File: config.mk
export PLATFORM = sky130hd
export DESIGN_NAME = unix_seconds_to_calendar_core
export DESIGN_NICKNAME = d
export VERILOG_FILES = /design/src/design/usc_pkg.sv /design/src/design/unix_seconds_to_calendar_core.sv
export SDC_FILE = /design/constraint.sdc
export NUM_CORES = 2
export LEC_CHECK = 0
export BUFFER_PORTS_ARGS = -buffer_cell sky130_fd_sc_hd__buf_2
export CAP_MARGIN = 20
export CORE_MARGIN = 2
export CORE_UTILIZATION = 35
export CTS_BUF_LIST = sky130_fd_sc_hd__clkbuf_8
export DETAILED_ROUTE_END_ITERATION = 10
export PLACE_DENSITY_LB_ADDON = 0.3
export SLEW_MARGIN = 10
export SYNTH_ARGS = -nofsm -noshare
export SYNTH_HDL_FRONTEND = slang
export SYNTH_SLANG_ARGS = --single-unit
File: constraint.sdc
create_clock -name clk -period 10.59 [get_ports clk]
set_input_delay 3.177 -clock clk [delete_from_list [all_inputs] [get_ports clk]]
set_output_delay 3.177 -clock clk [all_outputs]
set_load 0.03 [all_outputs]
File: src/design/usc_pkg.sv
package usc_pkg;

	// seconds per day, split as 2^7 * 675 for the reciprocal divide
	localparam int unsigned DAY_SECONDS = 86400;
	localparam int unsigned HOUR_SECONDS = 3600;
	localparam int unsigned MINUTE_SECONDS = 60;

	// reciprocals, floor(x / d) == (x * m) >> k over the whole operand range
	localparam logic [25:0] RECIP_DAY = 26'd50903317;   // / 675, k = 35, x < 2^25
	localparam int unsigned SHIFT_DAY = 35;
	localparam logic [16:0] RECIP_WEEK = 17'd74899;     // / 7, k = 19, x < 2^16
	localparam logic [13:0] RECIP_HOUR = 14'd9321;      // / 225, k = 21, x < 2^13
	localparam logic [10:0] RECIP_MIN = 11'd1093;       // / 15, k = 14, x < 2^10
	localparam logic [20:0] RECIP_YEAR = 21'd1469873;   // / 1461, k = 31, x < 2^20
	localparam logic [11:0] RECIP_MON = 12'd3427;       // / 153, k = 19, x < 2^11

	// jdn = days + 2440587 + 1, then shifted by 32044 for the date walk
	localparam logic [21:0] JDN_WALK_BASE = 22'(2440588 + 32044);
	// 2440588 mod 7, so weekday = 1 + (days + 3) mod 7
	localparam logic [15:0] WEEK_OFS = 16'd3;
	localparam int unsigned DAYS_PER_ERA = 146097;
	localparam logic [10:0] DAYS_PER_4Y = 11'd1461;

	// the date range only reaches eras 67, 68 and 69 of the shifted day count
	localparam int unsigned ERA_FIRST = 67;
	localparam logic [23:0] ERA_EDGE_1 = 24'(DAYS_PER_ERA * (ERA_FIRST + 1));
	localparam logic [23:0] ERA_EDGE_2 = 24'(DAYS_PER_ERA * (ERA_FIRST + 2));

	typedef logic [1:0] era_sel_t;

	// (146097 * era) / 4 for each reachable era
	function automatic logic [21:0] era_start(input era_sel_t sel);
		logic [21:0] base;
		case (sel)
			2'd0: base = 22'((DAYS_PER_ERA * ERA_FIRST) / 4);
			2'd1: base = 22'((DAYS_PER_ERA * (ERA_FIRST + 1)) / 4);
			2'd2: base = 22'((DAYS_PER_ERA * (ERA_FIRST + 2)) / 4);
			default: base = 22'd0;
		endcase
		return base;
	endfunction

	// year - 6800 contributed by the era, modulo 256
	function automatic logic [7:0] era_year_ofs(input era_sel_t sel);
		logic [7:0] ofs;
		case (sel)
			2'd0: ofs = 8'(-100);
			2'd1: ofs = 8'd0;
			2'd2: ofs = 8'd100;
			default: ofs = 8'd0;
		endcase
		return ofs;
	endfunction

	// (153 * m + 2) / 5, first day of a march-based month
	function automatic logic [8:0] month_start(input logic [3:0] m);
		logic [8:0] first;
		case (m)
			4'd0: first = 9'd0;
			4'd1: first = 9'd31;
			4'd2: first = 9'd61;
			4'd3: first = 9'd92;
			4'd4: first = 9'd122;
			4'd5: first = 9'd153;
			4'd6: first = 9'd184;
			4'd7: first = 9'd214;
			4'd8: first = 9'd245;
			4'd9: first = 9'd275;
			4'd10: first = 9'd306;
			4'd11: first = 9'd337;
			default: first = 9'd0;
		endcase
		return first;
	endfunction

endpackage

File: src/design/unix_seconds_to_calendar_core.sv
// unix seconds to gregorian calendar converter
//
// input channel: in_valid / in_ready with unix_seconds, an unsigned 32-bit count
// of seconds since 1970-01-01 00:00:00 utc; every value is legal
// output channel: out_valid / out_ready with year_offset (year - 2000, signed),
// month, day_of_month, weekday (1 monday .. 7 sunday), hour, minute and
// second_of_minute; one result word per input word, in order
//
// seven register stages; a word accepted at an edge is registered in stage 1 and moves
// through stages 2 to 7, the output register, before it can be taken; one word per
// cycle is accepted and delivered while out_ready stays high
// every divide is by a constant and is a reciprocal multiply, at most two
// independent constant multiplies per stage, so the multipliers set the depth
//
// each stage holds a valid bit and advances when it is empty or the next stage
// advances, so bubbles are squeezed out and a stalled output still lets new
// words fill the empty stages behind it; in_ready drops only when all seven
// stages are full and out_ready is low
// reset clears all valid bits, nothing else needs clearing
module unix_seconds_to_calendar_core
	import usc_pkg::*;
(
	input  logic              clk,
	input  logic              arst_n,
	input  logic              in_valid,
	output logic              in_ready,
	input  logic [31:0]       unix_seconds,
	output logic              out_valid,
	input  logic              out_ready,
	output logic signed [7:0] year_offset,
	output logic [3:0]        month,
	output logic [4:0]        day_of_month,
	output logic [2:0]        weekday,
	output logic [4:0]        hour,
	output logic [5:0]        minute,
	output logic [5:0]        second_of_minute
);

	localparam int NUM_STAGES = 7;

	// stage control
	logic [NUM_STAGES:1]   stage_vld_q;
	logic [NUM_STAGES+1:1] stage_en;
	logic [NUM_STAGES:1]   vld_next;

	// a stage takes new data when it is empty or its contents move on
	always_comb begin
		stage_en[NUM_STAGES+1] = out_ready;
		for (int k = NUM_STAGES; k >= 1; k--) begin
			stage_en[k] = ~stage_vld_q[k] | stage_en[k+1];
		end
	end

	assign vld_next = {stage_vld_q[NUM_STAGES-1:1], in_valid};

	always_ff @(posedge clk or negedge arst_n) begin
		if (!arst_n) begin
			stage_vld_q <= '0;
		end else begin
			stage_vld_q <= (stage_en[NUM_STAGES:1] & vld_next)
				| (~stage_en[NUM_STAGES:1] & stage_vld_q);
		end
	end

	assign in_ready = stage_en[1];
	assign out_valid = stage_vld_q[NUM_STAGES];

	// stage 1: whole days, seconds / 86400 as (seconds >> 7) / 675
	logic [50:0] day_prod;
	logic [31:0] secs_s1;
	logic [15:0] days_s1;

	assign day_prod = 51'(unix_seconds[31:7]) * 51'(RECIP_DAY);

	always_ff @(posedge clk) begin
		if (stage_en[1]) begin
			secs_s1 <= unix_seconds;
			days_s1 <= day_prod[SHIFT_DAY+15:SHIFT_DAY];
		end
	end

	// stage 2: time of day, era of the shifted day number, week quotient
	logic [31:0] day_start;
	logic [21:0] walk_day;
	logic [23:0] walk_day4;
	era_sel_t    era_sel;
	logic [15:0] week_sum;
	logic [32:0] week_prod;

	logic [16:0] tod_s2;
	logic [21:0] walk_day_s2;
	era_sel_t    era_s2;
	logic [15:0] week_sum_s2;
	logic [13:0] week_quo_s2;

	assign day_start = 32'(days_s1) * 32'(DAY_SECONDS);
	assign walk_day = 22'(days_s1) + JDN_WALK_BASE;
	assign walk_day4 = {walk_day, 2'b11};
	assign week_sum = days_s1 + WEEK_OFS;
	assign week_prod = 33'(week_sum) * 33'(RECIP_WEEK);

	always_comb begin
		if (walk_day4 >= ERA_EDGE_2) begin
			era_sel = 2'd2;
		end else if (walk_day4 >= ERA_EDGE_1) begin
			era_sel = 2'd1;
		end else begin
			era_sel = 2'd0;
		end
	end

	always_ff @(posedge clk) begin
		if (stage_en[2]) begin
			tod_s2 <= 17'(secs_s1 - day_start);
			walk_day_s2 <= walk_day;
			era_s2 <= era_sel;
			week_sum_s2 <= week_sum;
			week_quo_s2 <= week_prod[32:19];
		end
	end

	// stage 3: day within the era, weekday, hour
	logic [15:0] week_back;
	logic [15:0] week_rem;
	logic [26:0] hour_prod;

	logic [16:0] tod_s3;
	logic [4:0]  hour_s3;
	logic [17:0] era_day_s3;
	era_sel_t    era_s3;
	logic [2:0]  wday_s3;

	assign week_back = 16'(week_quo_s2) * 16'd7;
	assign week_rem = week_sum_s2 - week_back;
	assign hour_prod = 27'(tod_s2[16:4]) * 27'(RECIP_HOUR);

	always_ff @(posedge clk) begin
		if (stage_en[3]) begin
			tod_s3 <= tod_s2;
			hour_s3 <= hour_prod[25:21];
			era_day_s3 <= 18'(walk_day_s2 - era_start(era_s2));
			era_s3 <= era_s2;
			wday_s3 <= week_rem[2:0] + 3'd1;
		end
	end

	// stage 4: seconds within the hour, year within the era
	logic [16:0] hour_start;
	logic [19:0] era_day4;
	logic [40:0] cyc_prod;

	logic [11:0] sec_in_hour_s4;
	logic [4:0]  hour_s4;
	logic [8:0]  cyc_s4;
	logic [17:0] era_day_s4;
	era_sel_t    era_s4;
	logic [2:0]  wday_s4;

	assign hour_start = 17'(hour_s3) * 17'(HOUR_SECONDS);
	assign era_day4 = {era_day_s3, 2'b11};
	assign cyc_prod = 41'(era_day4) * 41'(RECIP_YEAR);

	always_ff @(posedge clk) begin
		if (stage_en[4]) begin
			sec_in_hour_s4 <= 12'(tod_s3 - hour_start);
			hour_s4 <= hour_s3;
			cyc_s4 <= cyc_prod[39:31];
			era_day_s4 <= era_day_s3;
			era_s4 <= era_s3;
			wday_s4 <= wday_s3;
		end
	end

	// stage 5: minute, day within the year (march based)
	logic [20:0] min_prod;
	logic [19:0] cyc_days;

	logic [11:0] sec_in_hour_s5;
	logic [5:0]  minute_s5;
	logic [4:0]  hour_s5;
	logic [8:0]  cyc_s5;
	logic [8:0]  year_day_s5;
	era_sel_t    era_s5;
	logic [2:0]  wday_s5;

	assign min_prod = 21'(sec_in_hour_s4[11:2]) * 21'(RECIP_MIN);
	assign cyc_days = 20'(cyc_s4) * 20'(DAYS_PER_4Y);

	always_ff @(posedge clk) begin
		if (stage_en[5]) begin
			sec_in_hour_s5 <= sec_in_hour_s4;
			minute_s5 <= min_prod[19:14];
			hour_s5 <= hour_s4;
			cyc_s5 <= cyc_s4;
			year_day_s5 <= 9'(era_day_s4 - cyc_days[19:2]);
			era_s5 <= era_s4;
			wday_s5 <= wday_s4;
		end
	end

	// stage 6: second, march-based month index
	logic [11:0] min_start;
	logic [10:0] mon_arg;
	logic [22:0] mon_prod;

	logic [5:0]  second_s6;
	logic [5:0]  minute_s6;
	logic [4:0]  hour_s6;
	logic [8:0]  cyc_s6;
	logic [8:0]  year_day_s6;
	logic [3:0]  mon_idx_s6;
	era_sel_t    era_s6;
	logic [2:0]  wday_s6;

	assign min_start = 12'(minute_s5) * 12'(MINUTE_SECONDS);
	assign mon_arg = 11'({year_day_s5, 2'b00}) + 11'(year_day_s5) + 11'd2;
	assign mon_prod = 23'(mon_arg) * 23'(RECIP_MON);

	always_ff @(posedge clk) begin
		if (stage_en[6]) begin
			second_s6 <= 6'(sec_in_hour_s5 - min_start);
			minute_s6 <= minute_s5;
			hour_s6 <= hour_s5;
			cyc_s6 <= cyc_s5;
			year_day_s6 <= year_day_s5;
			mon_idx_s6 <= mon_prod[22:19];
			era_s6 <= era_s5;
			wday_s6 <= wday_s5;
		end
	end

	// stage 7: output register, day, month and year offset
	logic       past_dec;
	logic [8:0] day_calc;

	logic [7:0] year_offset_s7;
	logic [3:0] month_s7;
	logic [4:0] day_s7;
	logic [2:0] wday_s7;
	logic [4:0] hour_s7;
	logic [5:0] minute_s7;
	logic [5:0] second_s7;

	// january and february belong to the next calendar year
	assign past_dec = (mon_idx_s6 >= 4'd10);
	assign day_calc = year_day_s6 - month_start(mon_idx_s6) + 9'd1;

	always_ff @(posedge clk) begin
		if (stage_en[7]) begin
			year_offset_s7 <= 8'(cyc_s6) + 8'(past_dec) + era_year_ofs(era_s6);
			month_s7 <= past_dec ? (mon_idx_s6 - 4'd9) : (mon_idx_s6 + 4'd3);
			day_s7 <= day_calc[4:0];
			wday_s7 <= wday_s6;
			hour_s7 <= hour_s6;
			minute_s7 <= minute_s6;
			second_s7 <= second_s6;
		end
	end

	assign year_offset = $signed(year_offset_s7);
	assign month = month_s7;
	assign day_of_month = day_s7;
	assign weekday = wday_s7;
	assign hour = hour_s7;
	assign minute = minute_s7;
	assign second_of_minute = second_s7;

	// a taking receiver never holds up the input
	assert property (@(posedge clk) disable iff (!arst_n) out_ready |-> in_ready)
		else $error("input stalled while output is taken");

	// march-based month index and day of year stay in range
	assert property (@(posedge clk) disable iff (!arst_n)
		stage_vld_q[6] |-> (mon_idx_s6 <= 4'd11) && (year_day_s6 <= 9'd365))
		else $error("month index or day of year out of range");

	// delivered date fields are legal
	assert property (@(posedge clk) disable iff (!arst_n)
		out_valid |-> (month >= 4'd1) && (month <= 4'd12) && (day_of_month >= 5'd1)
			&& (weekday >= 3'd1) && (weekday <= 3'd7))
		else $error("date field out of range");

	// delivered time fields are legal
	assert property (@(posedge clk) disable iff (!arst_n)
		out_valid |-> (hour <= 5'd23) && (minute <= 6'd59) && (second_of_minute <= 6'd59))
		else $error("time field out of range");

endmodule

# Yosys cells after proc, flatten, opt, wreduce, memory -nomap -nowiden
# Memories as Yosys holds them, arrays and structs flattened. A register that Yosys moved wholly into a read port is not among the register bits.
# Cells that the tools add are included.
dict set report totals {
  reg_bits 289
  latchBits 0
  ram_bits 0
  rom_bits 144
  elab_cells 103
  memories 1
}
# memory depth width read_ports rd_clocked_by_memory_dff write_ports line
set memory_table {}
lappend memory_table {{(name not given)} 16 9 1 1 0 usc_pkg.sv:58} ;# case (m)
dict set report classes {
  addsub 17
  mul 11
  div 0
  n_lt_le_gt_ge 3
  eq_ne 3
  n_shift 0
  mux 7
  n_bitwise 18
  n_reduce_logical 2
}
# cell count
set ops {}
lappend ops {{case mux 18 bit (3 select lines)} 1}
lappend ops {{multiplier 25 x 26 -> 51 bit, second input constant} 1}
lappend ops {{>= comparator 24 bit, second input constant} 2}
lappend ops {{multiplier 20 x 21 -> 40 bit, second input constant} 1}
lappend ops {{multiplier 16 x 17 -> 33 bit, second input constant} 1}
lappend ops {{multiplier 13 x 14 -> 26 bit, second input constant} 1}
lappend ops {{multiplier 11 x 12 -> 23 bit, second input constant} 1}
lappend ops {{adder 16 x 22 -> 22 bit, second input constant} 1}
lappend ops {{multiplier 10 x 11 -> 20 bit, second input constant} 1}
lappend ops {{2-to-1 mux 18 bit} 1}
lappend ops {{subtractor 18 bit} 1}
lappend ops {{subtractor 17 bit} 1}
lappend ops {{adder 16 x 2 -> 16 bit, second input constant} 1}
lappend ops {{multiplier 16 x 10 -> 10 bit, second input constant} 1}
lappend ops {{case mux 8 bit (2 select lines)} 1}
lappend ops {{bitwise AND 7 bit} 2}
lappend ops {{multiplier 14 x 3 -> 3 bit, second input constant} 1}
lappend ops {{subtractor 12 bit} 1}
lappend ops {{adder 11 x 2 -> 11 bit, second input constant} 1}
lappend ops {{adder 11 x 9 -> 11 bit} 1}
lappend ops {{multiplier 9 x 11 -> 11 bit, second input constant} 1}
lappend ops {{subtractor 9 bit} 1}
lappend ops {{adder 8 x 1 -> 8 bit} 1}
lappend ops {{adder 8 bit} 1}
lappend ops {{other kinds (20)} 35}

# Logic depth before layout (Yosys ltp)
dict set report logic_depth {
  depth_word 11
  ltp_mapped 32
  mapped_depth_nobuf 32
}

# Worst setup path before layout
# Ideal clock, no wire load.
dict set report synth_path {
  kind {input port to output port}
  start {input port out_ready}
  end {output port in_ready}
  t_arrival_ns 6.021
  required_ns 7.413
  path_slack_ns 1.392
  path_stages 4
  path_buffers 0
  cell_sequence {nand2b_1 nor2_1 and3_1 nand4_1}
}
dict set report synth_between {
  elab_chain_len 7
}
# element line
set synth_rtl {}
lappend synth_rtl {{start, declared} unix_seconds_to_calendar_core.sv:29} ;# input logic out_ready,
lappend synth_rtl {{OR 1 bit (7 in series)} unix_seconds_to_calendar_core.sv:50} ;# stage_en[k] = ~stage_vld_q[k] | stage_en[k+1];
lappend synth_rtl {{end, declared} unix_seconds_to_calendar_core.sv:26} ;# output logic in_ready,
# Every way passes these cells.

# Worst setup path in the final report
dict set report layout_path {
  start {input port unix_seconds[19]}
  end {register days_s1[9], data pin}
}
dict set report layout_between {
  elab_chain_len 1
}
# element line
set layout_rtl {}
lappend layout_rtl {{start, declared} unix_seconds_to_calendar_core.sv:27} ;# input logic [31:0] unix_seconds,
lappend layout_rtl {{multiplier 25 x 26 -> 51 bit} unix_seconds_to_calendar_core.sv:73} ;# assign day_prod = 51'(unix_seconds[31:7]) * 51'(RECIP_DAY);
lappend layout_rtl {{net day_prod[44]} unix_seconds_to_calendar_core.sv:69} ;# logic [50:0] day_prod;
lappend layout_rtl {{end signal, assigned} unix_seconds_to_calendar_core.sv:78} ;# days_s1 <= day_prod[SHIFT_DAY+15:SHIFT_DAY];
lappend layout_rtl {{end, declared} unix_seconds_to_calendar_core.sv:71} ;# logic [15:0] days_s1;
# The timed path passes the listed nets, and every way through them passes these cells.
# A chain may end at the register's enable or synchronous reset.

==> flow_summary.toml <==
[logic_synthesis]
synth_ff_type = "edfxtp_1"
yosys_warnings = 0
syn_inst = 3184
ys_seq_area_share_pct = 23.15
synthSimpleGateAreaFrac_pct = 3.388
synth-seq-cells = 283
synth_xor_xnor_area_share_pct = 4.408
syn_area_per_cell_sq_um = 11.41
synth_area_leader_cell = "ha_1"
synthesis.area_sq_mm = 0.03633
synth_compound_area_share_pct = 5.451
synth_fp_nets = 4541
async_flop_share_pct = 2.473
synthAdderAreaFrac_pct = 54.62
synthMuxAreaShare_pct = 0.1515
synth_top_area_share_pct = 30.27
ys_types = 78
synthTopCellsByArea = "ha_1 30%, fa_1 24%, edfxtp_1 22%, inv_1 8.8%, xnor2_1 3.1%"
synth_edf_count = 271
synth_top_family_by_area = "adder cells"

[min_path]
worstHoldPathCells = 0
hold_class = "reg -> reg"
worstHoldStart = "minute_s5[5]$_DFFE_PN_"

[sta]
worst_pin_slew_ns = 0.9749
finalHoldWorstSlack_ns = 0.4055
period_needed_ns = 8.819
hold_viol_final = 0
setup_viol = 0
slew_headroom_pct = 34.78
skew_ns = 0.02948
fin_tns_setup_ns = 0
slew_viol_final = 0
rsz0062_at_grt = "false"
fmax_mhz = 113.4
post-route-period-util_pct = 83.28

[die]
io_pins = 75
core-area_sq_mm = 0.1032
die_area_sq_mm = 0.1064
die_w_um = 326.2
initial_core_util_pct = 35.21
rows = 118
fp.dieH_um = 326.2

[critical_path]
r2r_slack_ns = 3.25
r2r-start = "year_day_s5[0]$_DFFE_PN_"
crit_path_end_kind = "flip-flop"
critical_path_class = "in -> reg"
crit_fanout = 9
startpoint_type = "primary input"
worstPathRequired_ns = 10.95
cp.arrival_ns = 9.18
ff2ff_path_depth = 31
startpoint = "unix_seconds[19]"

[routing]
drt_iter0_markers = 764
drc = 0
antenna_left = 0
drt-total-wl_um = 73900
avgViaCountPerCell = 4.509
first_pass_iters = 5
wl_per_cell_um = 15.61
vias = 21350

[grt]
grt.overflow.total = 0
antenna_found_initial = 3
grt_max_degree = 45
grt_pass1_wl_um = 121700
grt_util_met2_pct = 24.68
grtUsageMet3_pct = 1.930
grt_usage_pct = 14.45
grt-busiest-layer = "met2"
grtUsageMet1_pct = 19.27
grt_pass1_vias = 22990

[clocking]
clk_latency_ns = 0.64
cts-hold-fix-buffers = 0
ctsResizeCount = 0
clock-root-buffer = "clkbuf_8"
cts_tree = "built"
cts_num_sinks = 283
clk_transition_reported_paths_ns = 0.06
cts_setup_buffers = 0
htree_num_levels = 2
numCtsBuffers = 50
clk_path_buf_depth = 3

[placement]
gp_congestion = 0.8811
dpl.hpwl_um = 64240
dpl-instance-area_sq_mm = 0.03847
port_buffers = 74

[finish]
fin_util_pct = 38.32
drive_gt1_share_pct = 5.517
finalInstanceArea_sq_mm = 0.03954
area_delta_synth_final_pct = 8.829
final_nets = 4668

[flow_run]
cap_violations = 0

[status]
status = "finished, final reports clean"
-- placed cells by master (no fill, tap or decap), drive strengths merged, types with 9 or more instances in the layout --
cell,count
ha,879
nand3,23
clkinv,15
nor3,22
nor2,52
and3,10
xor2,53
o21bai,29
inv,866
buf,79
fa,442
o21a,10
nand2b,19
a21oi,109
xnor2,129
clkbuf,58
o21ai,47
nand2,47
nand4,13
a211oi,9
edfxtp,271
a21o,43
nor2b,17
-- critical path, stage by stage --
cell and delay (ns):
buf_2 0.26, fa_1 0.47, ha_1 0.28, inv_1 0.05
fa_1 0.49, inv_1 0.05, fa_1 0.48, inv_1 0.06
fa_1 0.54, inv_1 0.06, fa_1 0.50, fa_1 0.51
ha_1 0.35, nand4_1 0.16, nor4_1 0.36, o211ai_1 0.14
o21bai_1 0.20, a31o_2 0.30, a41oi_2 0.21, o21bai_2 0.27
a21oi_1 0.12, xnor2_1 0.14
-- sequential cells by signal, summed over array words and instances (netlist names), 9 cells and up, named ones only --
| name | count |
|---|---|
| secs_s1 | 17 |
| tod_s2 | 17 |
| days_s1 | 16 |
| era_day_s3 | 18 |
| year_day_s5 | 9 |
| era_day_s4 | 9 |
| sec_in_hour_s4 | 12 |
| cyc_s4 | 9 |
| tod_s3 | 12 |
| walk_day_s2 | 18 |
-- synth_stat cells (all sizes together) (3+ instances only) --
| cell type | instances |
|---|---|
| nand3 | 23 |
| nand2 | 47 |
| nand2b | 19 |
| a31oi | 7 |
| o31a | 3 |
| a21oi | 109 |
| a211o | 3 |
| nor2b | 17 |
| nand4 | 13 |
| xnor2 | 129 |
| a41oi | 3 |
| a2111oi | 3 |
| and3 | 10 |
| nor2 | 52 |
| and4 | 4 |
| or2 | 7 |
| a211oi | 9 |
| nor3 | 22 |
| clkbuf | 3 |
| a21o | 43 |
| dfxtp | 5 |
| xor2 | 53 |
| a221oi | 3 |
| or3 | 4 |
| o211ai | 7 |
| o21ai | 47 |
| a31o | 5 |
| fa | 442 |
| o21a | 10 |
| inv | 849 |
| o21bai | 29 |
| nor4 | 4 |
| a41o | 3 |
| ha | 879 |
| and2 | 6 |
| mux2i | 4 |
| o311ai | 3 |
| edfxtp | 271 |
| dfrtp | 7 |
-- layout make-up --
| type | count | area (sq um) |
|---|---|---|
| well taps | 1380 | 1727 |
| clock buffers | 58 | 798.3 |
| clock inverters | 36 | 276.5 |
| multi-input cells | 2047 | 24730 |
| diodes | 1 | 2.502 |
| repair buffers | 79 | 407.9 |
| fillers | 10070 | 63660 |
| inverters | 850 | 3191 |
| flip-flops and latches | 283 | 8413 |
-- layer usage --
metal | vias to the layer above | wire length (um)
li1 | 10660 | -
met1 | 10330 | 34550
met2 | 271 | 35200
met3 | 85 | 2440
met4 | 0 | 1714
met5 | - | 0
-- metrics by stage --
| step | setup slack, ns | instances |
|---|---|---|
| after global placement | 1.202 | 4639 |
| after CTS | 1.799 | 4733 |
| after global routing | 1.484 | 4734 |
| after detailed placement | 1.125 | 4639 |
| final | 1.771 | 4734 |
| after floorplan | 1.392 | 3184 |
-- final timing paths --
check,endpoint
min in group asynchronous,async pin
max in group asynchronous,async pin
setup / recovery,days_s1[9]$_DFFE_PN_
setup reg to reg,flip-flop
hold reg to reg,minute_s6[5]$_DFFE_PN_
hold / removal,minute_s6[5]$_DFFE_PN_
-- cell families (layout without fill, tap and decap cells) --
| kind of cell | after synthesis | in the layout |
|---|---|---|
| adders and majority gates | 1321 | 1321 |
| buffers and inverters | 854 | 1023 |
| AOI/OAI and AO/OA | 302 | 302 |
| DFF | 283 | 283 |
| and+or+nand+nor | 237 | 237 |
| xor gates and xnor gates | 182 | 182 |
| muxes | 5 | 5 |
| other | 0 | 1 |
Power is not shown: default switching activity piles up to over one toggle a cycle in this logic, so the estimate is an artifact.
